File: src/dfr_pkg.sv
// Package for the WebSocket frame deframer: parse phases, result status codes,
// header constants and the entry type that moves between the front and the back.
// Depends on nothing; the front, queue, back and top files refer to it by scoped names.
package dfr_pkg;

  localparam int QUEUE_DEPTH = 4;

  localparam int LEN_W = 64;
  localparam int KEY_W = 32;

  localparam logic [6:0] LEN_CODE_16 = 7'd126;
  localparam logic [6:0] LEN_CODE_64 = 7'd127;

  localparam logic [3:0] EXT_BYTES_16 = 4'd2;
  localparam logic [3:0] EXT_BYTES_64 = 4'd8;
  localparam logic [2:0] KEY_BYTES    = 3'd4;

  typedef enum logic [2:0] {
    PH_HDR0 = 3'd0,
    PH_HDR1 = 3'd1,
    PH_EXT  = 3'd2,
    PH_KEY  = 3'd3,
    PH_DATA = 3'd4
  } phase_t;

  typedef enum logic [1:0] {
    ST_PAYLOAD   = 2'd0,
    ST_EMPTY     = 2'd1,
    ST_HDR_TRUNC = 2'd2,
    ST_PAY_TRUNC = 2'd3
  } status_t;

  typedef struct packed {
    logic [7:0]       data_byte;
    logic [7:0]       key_byte;
    logic             fin;
    logic [3:0]       opcode;
    logic             masked;
    logic [LEN_W-1:0] length;
    logic             last;
    status_t          status;
  } q_entry_t;

endpackage

File: src/dfr_in_if.sv
// Input channel of the deframer: one received frame byte per transfer.
// Stands alone; uses no package.
interface dfr_in_if;
  logic       valid;
  logic       ready;
  logic [7:0] rx_byte;
  logic       chunk_start;
  logic       chunk_end;

  modport source(output valid, rx_byte, chunk_start, chunk_end, input ready);
  modport sink(input valid, rx_byte, chunk_start, chunk_end, output ready);
endinterface

File: src/dfr_out_if.sv
// Output channel of the deframer: one unmasked payload byte or status result
// per transfer. Stands alone; uses no package.
interface dfr_out_if;
  logic        valid;
  logic        ready;
  logic [7:0]  payload_byte;
  logic        final_fragment;
  logic [3:0]  frame_opcode;
  logic        was_masked;
  logic [63:0] frame_length;
  logic        last_of_frame;
  logic [1:0]  status;

  modport source(output valid, payload_byte, final_fragment, frame_opcode, was_masked,
                 frame_length, last_of_frame, status, input ready);
  modport sink(input valid, payload_byte, final_fragment, frame_opcode, was_masked,
               frame_length, last_of_frame, status, output ready);
endinterface

File: src/dfr_front.sv
// Front end of the deframer: accepts frame bytes, walks the header and
// classifies each byte, pushing one queue entry for every result it causes.
// Depends on dfr_pkg and dfr_in_if.
module dfr_front (
  input  logic              clk,
  input  logic              rst,
  dfr_in_if.sink            rx,
  input  logic              q_full,
  output logic              q_push,
  output dfr_pkg::q_entry_t q_data
);

  dfr_pkg::phase_t              phase, phase_next, phase_eff, phase_adv;
  logic [3:0]                   ext_left, ext_left_next;
  logic [2:0]                   key_left, key_left_next;
  logic                         fin, fin_next;
  logic [3:0]                   opcode, opcode_next;
  logic                         mask_flag, mask_flag_next;
  logic [dfr_pkg::LEN_W-1:0]    length, length_next;
  logic [dfr_pkg::KEY_W-1:0]    mask_key, mask_key_next;
  logic [dfr_pkg::LEN_W-1:0]    pidx, pidx_next;

  logic       accept;
  logic       len_done;
  logic       hdr_done;
  logic       empty_frame;
  logic       data_last;
  logic [1:0] key_sel;
  logic [7:0] key_byte;
  logic       emit;

  assign rx.ready = !q_full;
  assign accept   = rx.valid && rx.ready;

  assign phase_eff = rx.chunk_start ? dfr_pkg::PH_HDR0 : phase;

  // Key byte for this payload position; the first key byte received is index 0.
  assign key_sel  = 2'd3 - pidx[1:0];
  assign key_byte = mask_key[{key_sel, 3'b000} +: 8];

  // Register updates and the phase before the chunk-end rule is applied.
  always_comb begin
    ext_left_next  = ext_left;
    key_left_next  = key_left;
    fin_next       = fin;
    opcode_next    = opcode;
    mask_flag_next = mask_flag;
    length_next    = length;
    mask_key_next  = mask_key;
    pidx_next      = pidx;
    phase_adv      = phase_eff;
    len_done       = 1'b0;
    hdr_done       = 1'b0;
    data_last      = 1'b0;
    unique case (phase_eff)
      dfr_pkg::PH_HDR1: begin
        mask_flag_next = rx.rx_byte[7];
        if (rx.rx_byte[6:0] == dfr_pkg::LEN_CODE_16) begin
          ext_left_next = dfr_pkg::EXT_BYTES_16;
          phase_adv     = dfr_pkg::PH_EXT;
        end else if (rx.rx_byte[6:0] == dfr_pkg::LEN_CODE_64) begin
          ext_left_next = dfr_pkg::EXT_BYTES_64;
          phase_adv     = dfr_pkg::PH_EXT;
        end else begin
          length_next = {{(dfr_pkg::LEN_W-7){1'b0}}, rx.rx_byte[6:0]};
          len_done    = 1'b1;
        end
      end
      dfr_pkg::PH_EXT: begin
        length_next   = {length[dfr_pkg::LEN_W-9:0], rx.rx_byte};
        ext_left_next = ext_left - 4'd1;
        len_done      = (ext_left_next == 4'd0);
      end
      dfr_pkg::PH_KEY: begin
        mask_key_next = {mask_key[dfr_pkg::KEY_W-9:0], rx.rx_byte};
        key_left_next = key_left - 3'd1;
        hdr_done      = (key_left_next == 3'd0);
      end
      dfr_pkg::PH_DATA: begin
        pidx_next = pidx + 64'd1;
        data_last = (pidx_next == length);
        phase_adv = data_last ? dfr_pkg::PH_HDR0 : dfr_pkg::PH_DATA;
      end
      default: begin
        // First header byte, also taken for any phase code that means nothing.
        fin_next       = rx.rx_byte[7];
        opcode_next    = rx.rx_byte[3:0];
        mask_flag_next = 1'b0;
        length_next    = '0;
        mask_key_next  = '0;
        pidx_next      = '0;
        ext_left_next  = '0;
        key_left_next  = '0;
        phase_adv      = dfr_pkg::PH_HDR1;
      end
    endcase

    if (len_done) begin
      if (mask_flag_next) begin
        key_left_next = dfr_pkg::KEY_BYTES;
        phase_adv     = dfr_pkg::PH_KEY;
      end else begin
        hdr_done = 1'b1;
      end
    end

    empty_frame = 1'b0;
    if (hdr_done) begin
      pidx_next = '0;
      if (length_next == '0) begin
        empty_frame = 1'b1;
        phase_adv   = dfr_pkg::PH_HDR0;
      end else begin
        phase_adv = dfr_pkg::PH_DATA;
      end
    end

    // A chunk end always sends the parse back to the first header byte.
    phase_next = rx.chunk_end ? dfr_pkg::PH_HDR0 : phase_adv;
  end

  // Result classification.
  always_comb begin
    emit             = 1'b0;
    q_data.data_byte = '0;
    q_data.key_byte  = '0;
    q_data.fin       = fin_next;
    q_data.opcode    = opcode_next;
    q_data.masked    = mask_flag_next;
    q_data.length    = length_next;
    q_data.last      = 1'b0;
    q_data.status    = dfr_pkg::ST_PAYLOAD;
    if (phase_eff == dfr_pkg::PH_DATA) begin
      emit = 1'b1;
      if (data_last || !rx.chunk_end) begin
        q_data.data_byte = rx.rx_byte;
        q_data.key_byte  = key_byte;
        q_data.last      = data_last;
      end else begin
        q_data.status = dfr_pkg::ST_PAY_TRUNC;
      end
    end else if (empty_frame) begin
      emit          = 1'b1;
      q_data.last   = 1'b1;
      q_data.status = dfr_pkg::ST_EMPTY;
    end else if (rx.chunk_end && phase_adv != dfr_pkg::PH_HDR0) begin
      emit          = 1'b1;
      q_data.status = (phase_adv == dfr_pkg::PH_DATA) ? dfr_pkg::ST_PAY_TRUNC
                                                      : dfr_pkg::ST_HDR_TRUNC;
    end
  end

  assign q_push = accept && emit;

  always_ff @(posedge clk) begin
    if (rst) begin
      phase     <= dfr_pkg::PH_HDR0;
      ext_left  <= '0;
      key_left  <= '0;
      fin       <= 1'b0;
      opcode    <= '0;
      mask_flag <= 1'b0;
      length    <= '0;
      mask_key  <= '0;
      pidx      <= '0;
    end else if (accept) begin
      phase     <= phase_next;
      ext_left  <= ext_left_next;
      key_left  <= key_left_next;
      fin       <= fin_next;
      opcode    <= opcode_next;
      mask_flag <= mask_flag_next;
      length    <= length_next;
      mask_key  <= mask_key_next;
      pidx      <= pidx_next;
    end
  end

endmodule

File: src/dfr_queue.sv
// Short first-in first-out queue of classified results between the deframer
// front and back. Depends on dfr_pkg for the entry type.
module dfr_queue #(
  parameter int Depth = dfr_pkg::QUEUE_DEPTH
) (
  input  logic              clk,
  input  logic              rst,
  input  logic              push,
  input  dfr_pkg::q_entry_t push_data,
  input  logic              pop,
  output dfr_pkg::q_entry_t pop_data,
  output logic              full,
  output logic              empty
);

  localparam int PtrW = (Depth > 1) ? $clog2(Depth) : 1;
  localparam int CntW = $clog2(Depth + 1);
  localparam logic [PtrW-1:0] LastPtr = PtrW'(Depth - 1);
  localparam logic [CntW-1:0] FullCnt = CntW'(Depth);

  dfr_pkg::q_entry_t slots [Depth];
  logic [PtrW-1:0]   wr_ptr, rd_ptr;
  logic [CntW-1:0]   count;
  logic              do_push, do_pop;

  assign full     = (count == FullCnt);
  assign empty    = (count == '0);
  assign do_push  = push && !full;
  assign do_pop   = pop && !empty;
  assign pop_data = slots[rd_ptr];

  always_ff @(posedge clk) begin
    if (do_push) begin
      slots[wr_ptr] <= push_data;
    end
  end

  always_ff @(posedge clk) begin
    if (rst) begin
      wr_ptr <= '0;
      rd_ptr <= '0;
      count  <= '0;
    end else begin
      if (do_push) begin
        wr_ptr <= (wr_ptr == LastPtr) ? '0 : wr_ptr + PtrW'(1);
      end
      if (do_pop) begin
        rd_ptr <= (rd_ptr == LastPtr) ? '0 : rd_ptr + PtrW'(1);
      end
      if (do_push && !do_pop) begin
        count <= count + CntW'(1);
      end else if (do_pop && !do_push) begin
        count <= count - CntW'(1);
      end
    end
  end

endmodule

File: src/dfr_back.sv
// Back end of the deframer: takes queued results, unmasks payload bytes and
// holds each result in the output register until it is taken.
// Depends on dfr_pkg and dfr_out_if.
module dfr_back (
  input  logic              clk,
  input  logic              rst,
  input  logic              q_empty,
  input  dfr_pkg::q_entry_t q_data,
  output logic              q_pop,
  dfr_out_if.source         tx
);

  logic load;

  assign load  = !q_empty && (!tx.valid || tx.ready);
  assign q_pop = load;

  always_ff @(posedge clk) begin
    if (rst) begin
      tx.valid <= 1'b0;
    end else if (load) begin
      tx.valid <= 1'b1;
    end else if (tx.ready) begin
      tx.valid <= 1'b0;
    end
  end

  always_ff @(posedge clk) begin
    if (load) begin
      tx.payload_byte   <= (q_data.status == dfr_pkg::ST_PAYLOAD)
                           ? (q_data.data_byte ^ q_data.key_byte) : 8'd0;
      tx.final_fragment <= q_data.fin;
      tx.frame_opcode   <= q_data.opcode;
      tx.was_masked     <= q_data.masked;
      tx.frame_length   <= q_data.length;
      tx.last_of_frame  <= q_data.last;
      tx.status         <= q_data.status;
    end
  end

endmodule

File: src/websocket_frame_deframer.sv
// Top level of the WebSocket frame deframer: front parser, result queue and
// unmasking output stage. Depends on dfr_pkg, dfr_in_if, dfr_out_if,
// dfr_front, dfr_queue and dfr_back.
//
//   Channel  Direction  Carries
//   rx       in         rx_byte, chunk_start, chunk_end (one frame byte)
//   tx       out        payload_byte, final_fragment, frame_opcode, was_masked,
//                       frame_length, last_of_frame, status (at most one per byte)
//
// One byte is accepted every cycle while the result queue is not full; the header
// parse and the classification of a byte are done in the cycle of its transfer,
// set by the 64-bit length compare. A result is written into the result queue when
// its byte is taken and moves on to the output register once the entries ahead
// of it have gone and the output register is free. Reset is synchronous;
// afterwards the parse waits for a first header byte with all header fields zero.
// rx.ready falls only when the result queue holds QueueDepth entries, which
// happens only when tx is stalled; either side may stall without losing data.
module websocket_frame_deframer #(
  parameter int QueueDepth = dfr_pkg::QUEUE_DEPTH
) (
  input  logic      clk,
  input  logic      rst,
  dfr_in_if.sink    rx,
  dfr_out_if.source tx
);

  // Entries carry the raw byte and its key byte along with the header fields
  // as they stand after that byte, so the back end needs no frame state.
  dfr_pkg::q_entry_t push_data;
  dfr_pkg::q_entry_t pop_data;
  logic              push;
  logic              pop;
  logic              full;
  logic              empty;

  dfr_front u_front (
    .clk    (clk),
    .rst    (rst),
    .rx     (rx),
    .q_full (full),
    .q_push (push),
    .q_data (push_data)
  );

  dfr_queue #(
    .Depth (QueueDepth)
  ) u_queue (
    .clk       (clk),
    .rst       (rst),
    .push      (push),
    .push_data (push_data),
    .pop       (pop),
    .pop_data  (pop_data),
    .full      (full),
    .empty     (empty)
  );

  // The back end reloads its output register whenever the queue holds an entry and the
  // register is empty or being taken, so a stream drains at one per cycle while tx.ready stays high.
  dfr_back u_back (
    .clk     (clk),
    .rst     (rst),
    .q_empty (empty),
    .q_data  (pop_data),
    .q_pop   (pop),
    .tx      (tx)
  );

endmodule
File: src/flat_wrapper.sv
// flat-port wrapper written by rule: the top's interface ports become plain ports
module websocket_frame_deframer_flat 
#(
  parameter int QueueDepth = dfr_pkg::QUEUE_DEPTH
)
  (clk, rst, rx_valid, rx_rx_byte, rx_chunk_start, rx_chunk_end, rx_ready, tx_valid, tx_payload_byte, tx_final_fragment, tx_frame_opcode, tx_was_masked, tx_frame_length, tx_last_of_frame, tx_status, tx_ready);
  dfr_in_if rx_i ();
  dfr_out_if tx_i ();
  input  logic clk;
  input  logic rst;
  input wire logic [$bits(rx_i.valid)-1:0] rx_valid;
  input wire logic [$bits(rx_i.rx_byte)-1:0] rx_rx_byte;
  input wire logic [$bits(rx_i.chunk_start)-1:0] rx_chunk_start;
  input wire logic [$bits(rx_i.chunk_end)-1:0] rx_chunk_end;
  output wire logic [$bits(rx_i.ready)-1:0] rx_ready;
  output wire logic [$bits(tx_i.valid)-1:0] tx_valid;
  output wire logic [$bits(tx_i.payload_byte)-1:0] tx_payload_byte;
  output wire logic [$bits(tx_i.final_fragment)-1:0] tx_final_fragment;
  output wire logic [$bits(tx_i.frame_opcode)-1:0] tx_frame_opcode;
  output wire logic [$bits(tx_i.was_masked)-1:0] tx_was_masked;
  output wire logic [$bits(tx_i.frame_length)-1:0] tx_frame_length;
  output wire logic [$bits(tx_i.last_of_frame)-1:0] tx_last_of_frame;
  output wire logic [$bits(tx_i.status)-1:0] tx_status;
  input wire logic [$bits(tx_i.ready)-1:0] tx_ready;
  assign rx_i.valid = rx_valid;
  assign rx_i.rx_byte = rx_rx_byte;
  assign rx_i.chunk_start = rx_chunk_start;
  assign rx_i.chunk_end = rx_chunk_end;
  assign rx_ready = rx_i.ready;
  assign tx_valid = tx_i.valid;
  assign tx_payload_byte = tx_i.payload_byte;
  assign tx_final_fragment = tx_i.final_fragment;
  assign tx_frame_opcode = tx_i.frame_opcode;
  assign tx_was_masked = tx_i.was_masked;
  assign tx_frame_length = tx_i.frame_length;
  assign tx_last_of_frame = tx_i.last_of_frame;
  assign tx_status = tx_i.status;
  assign tx_i.ready = tx_ready;
  websocket_frame_deframer #(.QueueDepth(QueueDepth)) u_core (.clk(clk), .rst(rst), .rx(rx_i), .tx(tx_i));
endmodule
File: config.mk
export PLATFORM = sky130hd
export DESIGN_NAME = websocket_frame_deframer_flat
export DESIGN_NICKNAME = d
export VERILOG_FILES = /design/src/dfr_pkg.sv /design/src/dfr_in_if.sv /design/src/dfr_out_if.sv /design/src/dfr_front.sv /design/src/dfr_queue.sv /design/src/dfr_back.sv /design/src/websocket_frame_deframer.sv /design/src/flat_wrapper.sv
export SDC_FILE = /design/constraint.sdc
export NUM_CORES = 1
export LEC_CHECK = 0
export CAP_MARGIN = 30
export CORE_ASPECT_RATIO = 0.8
export CORE_UTILIZATION = 55
export CTS_BUF_LIST = sky130_fd_sc_hd__clkbuf_2
export DETAILED_ROUTE_END_ITERATION = 6
export DONT_BUFFER_PORTS = 1
export GPL_TIMING_DRIVEN = 0
export HOLD_SLACK_MARGIN = 0.08
export PLACE_DENSITY = 0.7
export SYNTH_ARGS = -nofsm -noshare
export SYNTH_HDL_FRONTEND = slang
export SYNTH_HIERARCHICAL = 1
export SYNTH_SLANG_ARGS = --single-unit
File: constraint.sdc
create_clock -name clk -period 10.1 [get_ports clk]
set_input_delay 3.03 -clock clk [delete_from_list [all_inputs] [get_ports clk]]
set_output_delay 3.03 -clock clk [all_outputs]
set_load 0.02 [all_outputs]
-- After elaboration in Yosys (flattened, before gate mapping)
Memories as Yosys holds them, arrays and structs flattened. A register that Yosys moved wholly into a read port is not among the register bits.
Cells that the tools add are included.
- bits in registers: 265
- RAM bits: 356
- input bits: 14
- output and inout port bits: 83
- word-level logic and storage cells: 135
- memories kept: 1
- memories (memory ; words ; bits a word ; rd ports ; clocked after memory_dff ; wr ports ; RTL line ; text):
    u_core.u_queue.slots ; 4 ; 89 ; 1 ; 1 ; 1 ; dfr_queue.sv:21 ; dfr_pkg::q_entry_t slots [Depth];
- $add $sub $neg: 8
- eq/ne operators: 13
- shift operators: 1
- multiplexer cells: 56
- bitwise gates (word level): 3
- reduce and logical (&&, ||, !) cells: 33
- operators by type and width (kind ; number):
    two-way mux 64 bit ; 3
    one-hot mux 64 bit (3 select lines) ; 1
    one-hot mux 64 bit (2 select lines) ; 1
    adder 64 x 1 -> 64 bit (second input constant) ; 1
    equality test 64 bit ; 1
    zero test 64 bit ; 1
    one-hot mux 32 bit (2 select lines) ; 1
    two-way mux 3 bit ; 14
    two-way mux 16 bit ; 2
    variable part select 32 x 6 -> 8 bit ; 1
    two-way mux 1 bit ; 19
    equality test 7 bit (second input constant) ; 2
    two-way mux 2 bit ; 7
    two-way mux 4 bit ; 3
    one-hot mux 4 bit (3 select lines) ; 1
    equality test 3 bit (second input constant) ; 3
    one-hot mux 3 bit (3 select lines) ; 1
    OR reduction 3 bit ; 3
    logical AND 1 bit ; 8
    bitwise XOR 8 bit ; 1
    equality test 3 x 2 -> 1 bit (second input constant) ; 2
    zero test 1 bit ; 6
    zero test 3 bit ; 2
    one-hot mux 3 bit (2 select lines) ; 1
    other kinds (20) ; 29

-- Logic depth before layout (Yosys ltp)
- depth after elaboration: 18
- depth in mapped cells: 20
- depth with buffers taken out: 17

-- Cells and area by module
The synthesis kept the hierarchy.
- by module, submodules not included (module ; instances ; cells each ; area an instance (sq um) ; seq. area each (sq um)):
    dfr_queue ; 1 ; 515 ; 13290.2 ; 10870.4
    dfr_front ; 1 ; 1584 ; 11706.2 ; 3523.4
    dfr_back ; 1 ; 103 ; 2607.5 ; 2452.4

-- Worst setup path before layout
Ideal clock, no wire load.
- path kind: input to register
- start: input tx_ready
- end: register u_core.u_queue.count[2]
- library setup time: 70 ps
- data arrival time: 8646 ps
- data required time: 10030 ps
- slack: 1384 ps
- stages on the path: 9
- buffers on the path: 0
- path through: nand2b_1 nor2b_1 o31ai_1 ha_1 inv_1 fa_1 xor2_1 or3_1 a21oi_1
- word-level cells in the longest chain between the ends: 6
- elaborated cells between the ends (all ways): 8
- classes of those cells: mux: 1; reduce/logical: 7
- RTL lines (what ; RTL line ; text):
    from (decl) ; flat_wrapper.sv:24 ; input wire logic [$bits(tx_i.ready)-1:0] tx_ready;
    logical OR 1 bit * ; dfr_back.sv:15 ; assign load = !q_empty && (!tx.valid || tx.ready);
    logical AND 1 bit * ; dfr_back.sv:15 ;
    named net u_core.pop ; websocket_frame_deframer.sv:32 ; logic pop;
    logical AND 1 bit * ; dfr_queue.sv:29 ; assign do_pop = pop && !empty;
    zero test 1 bit ; dfr_queue.sv:50 ; if (do_push && !do_pop) begin
    logical AND 1 bit ; dfr_queue.sv:50 ;
    two-way mux 3 bit / nonzero test 2 bit (equally long branches) ; n/a ;
    to (signal assigned) ; dfr_queue.sv:51 ; count <= count + CntW'(1);
    to (signal assigned) ; dfr_queue.sv:53 ; count <= count - CntW'(1);
    to (decl) ; dfr_queue.sv:23 ; logic [CntW-1:0] count;
Mark *: on every way through the listed nets, which the timed path passes. The rest lies on a longest branch.
A chain may end at the register's enable or synchronous reset.

-- Worst setup path in the final report
- start: input rx_chunk_start
- end: register u_core.u_queue.count[2]
- word-level cells in the longest chain between the ends: 17
- elaborated cells between the ends (all ways): 36
- classes of those cells: eq/ne: 4; mux: 20; reduce/logical: 12
- RTL lines (what ; RTL line ; text):
    from (decl) ; flat_wrapper.sv:13 ; input wire logic [$bits(rx_i.chunk_start)-1:0] rx_chunk_start;
    two-way mux 3 bit * ; dfr_front.sv:35 ; assign phase_eff = rx.chunk_start ? dfr_pkg::PH_HDR0 : phase;
    equality test 3 bit (tied with other cells) ; dfr_front.sv:55, dfr_front.sv:133 ;
    OR reduction 2 bit (no source line) (tied with other cells) ; n/a ;
    one-hot mux 64 bit (3 select lines) (tied with other cells) ; dfr_front.sv:55 ; unique case (phase_eff)
    zero test 64 bit (tied with other cells) ; dfr_front.sv:110 ; if (length_next == '0) begin
    two-way mux 3 bit (tied with other cells) ; dfr_front.sv:110 ;
    two-way mux 3 bit ; dfr_front.sv:108 ; if (hdr_done) begin
    nonzero test 3 bit ; dfr_front.sv:146 ; end else if (rx.chunk_end && phase_adv != dfr_pkg::PH_HDR0) begin
    [... 3 more ...] ; n/a ;
    two-way mux 1 bit * ; dfr_front.sv:133 ; if (phase_eff == dfr_pkg::PH_DATA) begin
    logical AND 1 bit * ; dfr_front.sv:153 ; assign q_push = accept && emit;
    named net u_core.push ; websocket_frame_deframer.sv:31 ; logic push;
    logical AND 1 bit * ; dfr_queue.sv:28 ; assign do_push = push && !full;
    named net u_core.u_queue.do_push ; dfr_queue.sv:24 ; logic do_push, do_pop;
    zero test 1 bit ; dfr_queue.sv:52 ; end else if (do_pop && !do_push) begin
    logical AND 1 bit ; dfr_queue.sv:52 ;
    nonzero test 2 bit (no source line) ; n/a ;
Marked as above.

==> results.cfg <==
[status]
status = complete, no violations

[worst_hold_path]
hold_depth = 2
hp-class = register to register

[place]
port_buffers = 0
dp_hpwl_mm = 57.9
gp_congestion = 1.01
dp_cells = 2887

[clock_network]
clkSinkCount = 623
cts.htree.levels = 4
cts_tree = done
cts_buffers = 152
clk_latency_ps = 1380
cts_buffer_depth = 3
clkTransAtPathRegs_ps = 110
cts_resized = 0
root_buffer = clkbuf_2
cts_setup_buffers = 0
cts_hold_buf = 0

[floorplan]
rows = 73
start_util_pct = 55.7
io_pins = 97
design.die.area_um2 = 51100
die_y_um = 202
die_w_um = 252
coreArea_um2 = 49600

[global_routing]
grt_max_degree = 59
track_usage_pct = 32.5
grt_pass1_wl_mm = 121
grt_pass1_vias = 19398
grt_overflow = 0
grt_antenna_before_repair = 3

[timing]
maxSlewViolCount = 0
rsz0062_at_grt = false
hold_violations = 0
fin_crit_ps = 7320
finalCritPeriodShare_pct = 72.5
max_freq_ghz = 0.137
tightestPinTransition_ps = 1020
fin_worst_skew_ps = 139
slew_headroom_pct = 31.1
setup_viol = 0

[synthesis]
ys_seq_elements = 623
ys_async_sr_fraction_pct = 0
synth.distinct_cells = 83
synthTopCellsByArea = edfxtp_1 (48%), dfxtp_1 (13%), mux4_2 (7.9%)
syn-instance-count = 2202
synth-edff-count = 437
synth_top_area_share_pct = 47.5
synth.cell_area_um2 = 27600
seq_area_frac_synth_pct = 61.0
avgSynthCellArea_um2 = 12.5
synthFlopType = edfxtp_1
synth_fp_nets = 2228
yosysWarningCount = 6
yosysTopAreaCell = edfxtp_1

[power_and_ir_drop]
p_leak_nw = 9.85
vdd_drop_max_v = 0.000152
powerDensity_nw_per_um2 = 206

[layout]
final_nets = 2393
fillers = 3977
syn2layout_area_growth_pct = 8.88
drive_gt1_share_pct = 18.0
layout.cells.non_filler = 3158
postLayoutCoreUtil_pct = 60.6
multi_input_area_um2 = 9970
ff_latch_area_um2 = 16800

[worst_setup_path]
critPathCaptureType = register
crit_arrival_ps = 8580
rr_worst_depth = 18
cp-start-kind = input pin
worstPathMaxFanout = 10
worstPathRequired_ps = 11360
crit_type = input pin to register

[drt]
final_antenna_net_count = 0
first_iter_violations = 2558
vias_per_cell = 6.40
wl_mm = 81.3
vias = 20213
drc = 0
first_pass_iters = 6
wire_per_inst_um = 25.7

[job]
maxCapViolCount = 0
[sequential cells by signal, summed over array words and instances, names as in the netlist, 3 cells and up, named ones only]
name	flops
u_core/u_front/pidx	64
u_core/u_front/ext_left	4
u_core/u_queue/count	3
u_core/u_queue/slots	356
u_core/u_front/mask_key	32
u_core/u_front/phase	3
u_core/u_front/length	64
u_core/u_back/tx.frame_length	64
u_core/u_back/tx.payload_byte	8
u_core/u_back/tx.frame_opcode	4
u_core/u_front/opcode	4
u_core/u_front/key_left	3
[cell usage after synthesis, drive strengths merged (53+ instances only)]
library cell and count:
nor2 179, nor4 59, dfxtp 186, nor3 73, xnor2 63, nand3 87
a22o 53, edfxtp 437, nand2 172, a21oi 173, mux4 97, o21ai 79
clkbuf 110
[metal layers]
metal	vias up	GRT usage [%]	part of all wire [%]
met5	-	0	0.012
met4	2	12.6	3.1
met3	185	7.88	11
met2	1153	45.2	43
met1	10021	48.8	44
li1	8852	-	-
[layout make-up]
type / instances / share of cell area (%)
flip-flops and latches: 623 / 56.0
multi-input cells: 1389 / 33.2
clock buffers: 229 / 3.81
well taps: 675 / 2.81
plain buffers: 161 / 2.36
clock inverters: 39 / 0.795
repair buffers: 11 / 0.612
inverters: 29 / 0.362
diodes: 2 / 0.0167
[final timing paths]
check / startpoint / to / slack [ps]
max: rx_chunk_start / u_core/u_queue/count[2]$_SDFFE_PP0P_ / 2780
max reg2reg: u_core/u_front/phase[1]$_SDFFE_PP0P_ / u_core/u_queue/count[2]$_SDFFE_PP0P_ / 4090
min reg2reg: u_core/u_front/mask_key[31]$_SDFFE_PP0P_ / u_core/u_front/mask_key[31]$_SDFFE_PP0P_ / 450
min: u_core/u_front/mask_key[31]$_SDFFE_PP0P_ / u_core/u_front/mask_key[31]$_SDFFE_PP0P_ / 450
[cells in the final DEF, fill, tap and decap left out, types with 28 or more instances in the layout]
cell type	instances
edfxtp_1	437
clkbuf_2	231
dfxtp_1	186
a21oi_1	173
nand2_1	172
nor2_1	171
clkbuf_1	108
mux4_2	97
nand3_1	86
o21ai_0	79
nor3_1	70
xnor2_1	63
a22o_1	53
nor4_1	52
nand4_1	43
xor2_1	37
inv_1	28
[power breakdown]
part           leakage [nW]  switching [mW]  total (mW)  internal, mW
clock                  1.06            1.02        1.68         0.661
combinational          3.38           0.652        1.07         0.417
sequential             5.40           0.328        3.44          3.11
total                  9.85            2.00        6.18          4.18
[worst max-delay path, cell delays in order]
cell and delay (ps):
clkbuf_1 190, or4b_2 750, a31oi_1 350, a41oi_1 110, o21ai_0 830, nand3_1 270, or3_1 530, a31oi_1 810
inv_1 150, nor2_1 240, ha_1 240, inv_1 70, fa_1 390, xor2_1 180, or3_1 300, a21oi_1 130
[cells by family (layout without fill, tap and decap cells)]
logic type	Yosys count	count (layout)	share of synthesized area, %
AOI/OAI and AO/OA	391	391	8.71
other	0	2	0
xor gates and xnor gates	100	100	3.17
adders and majority gates	12	12	0.571
muxes	108	108	8.34
buffers and inverters	190	469	2.96
DFF	623	623	61.0
and+or+nand+nor	778	778	15.2
[per-stage QoR]
step                      power [mW]  setup TNS, ps  setup WS (ps)  instance area, um2  hold slack [ps]
final                           6.18              0           2780               30100              453
after global routing            6.48              0           2780               30100              484
after CTS                       6.23              0           3060               30000              458
after detailed placement        4.56              0           1620               28700              445
after global placement          4.54        -288930           -844               28400              435
after floorplan                 4.23              0           1380               27600              429
(Power assumes the default switching activity.)
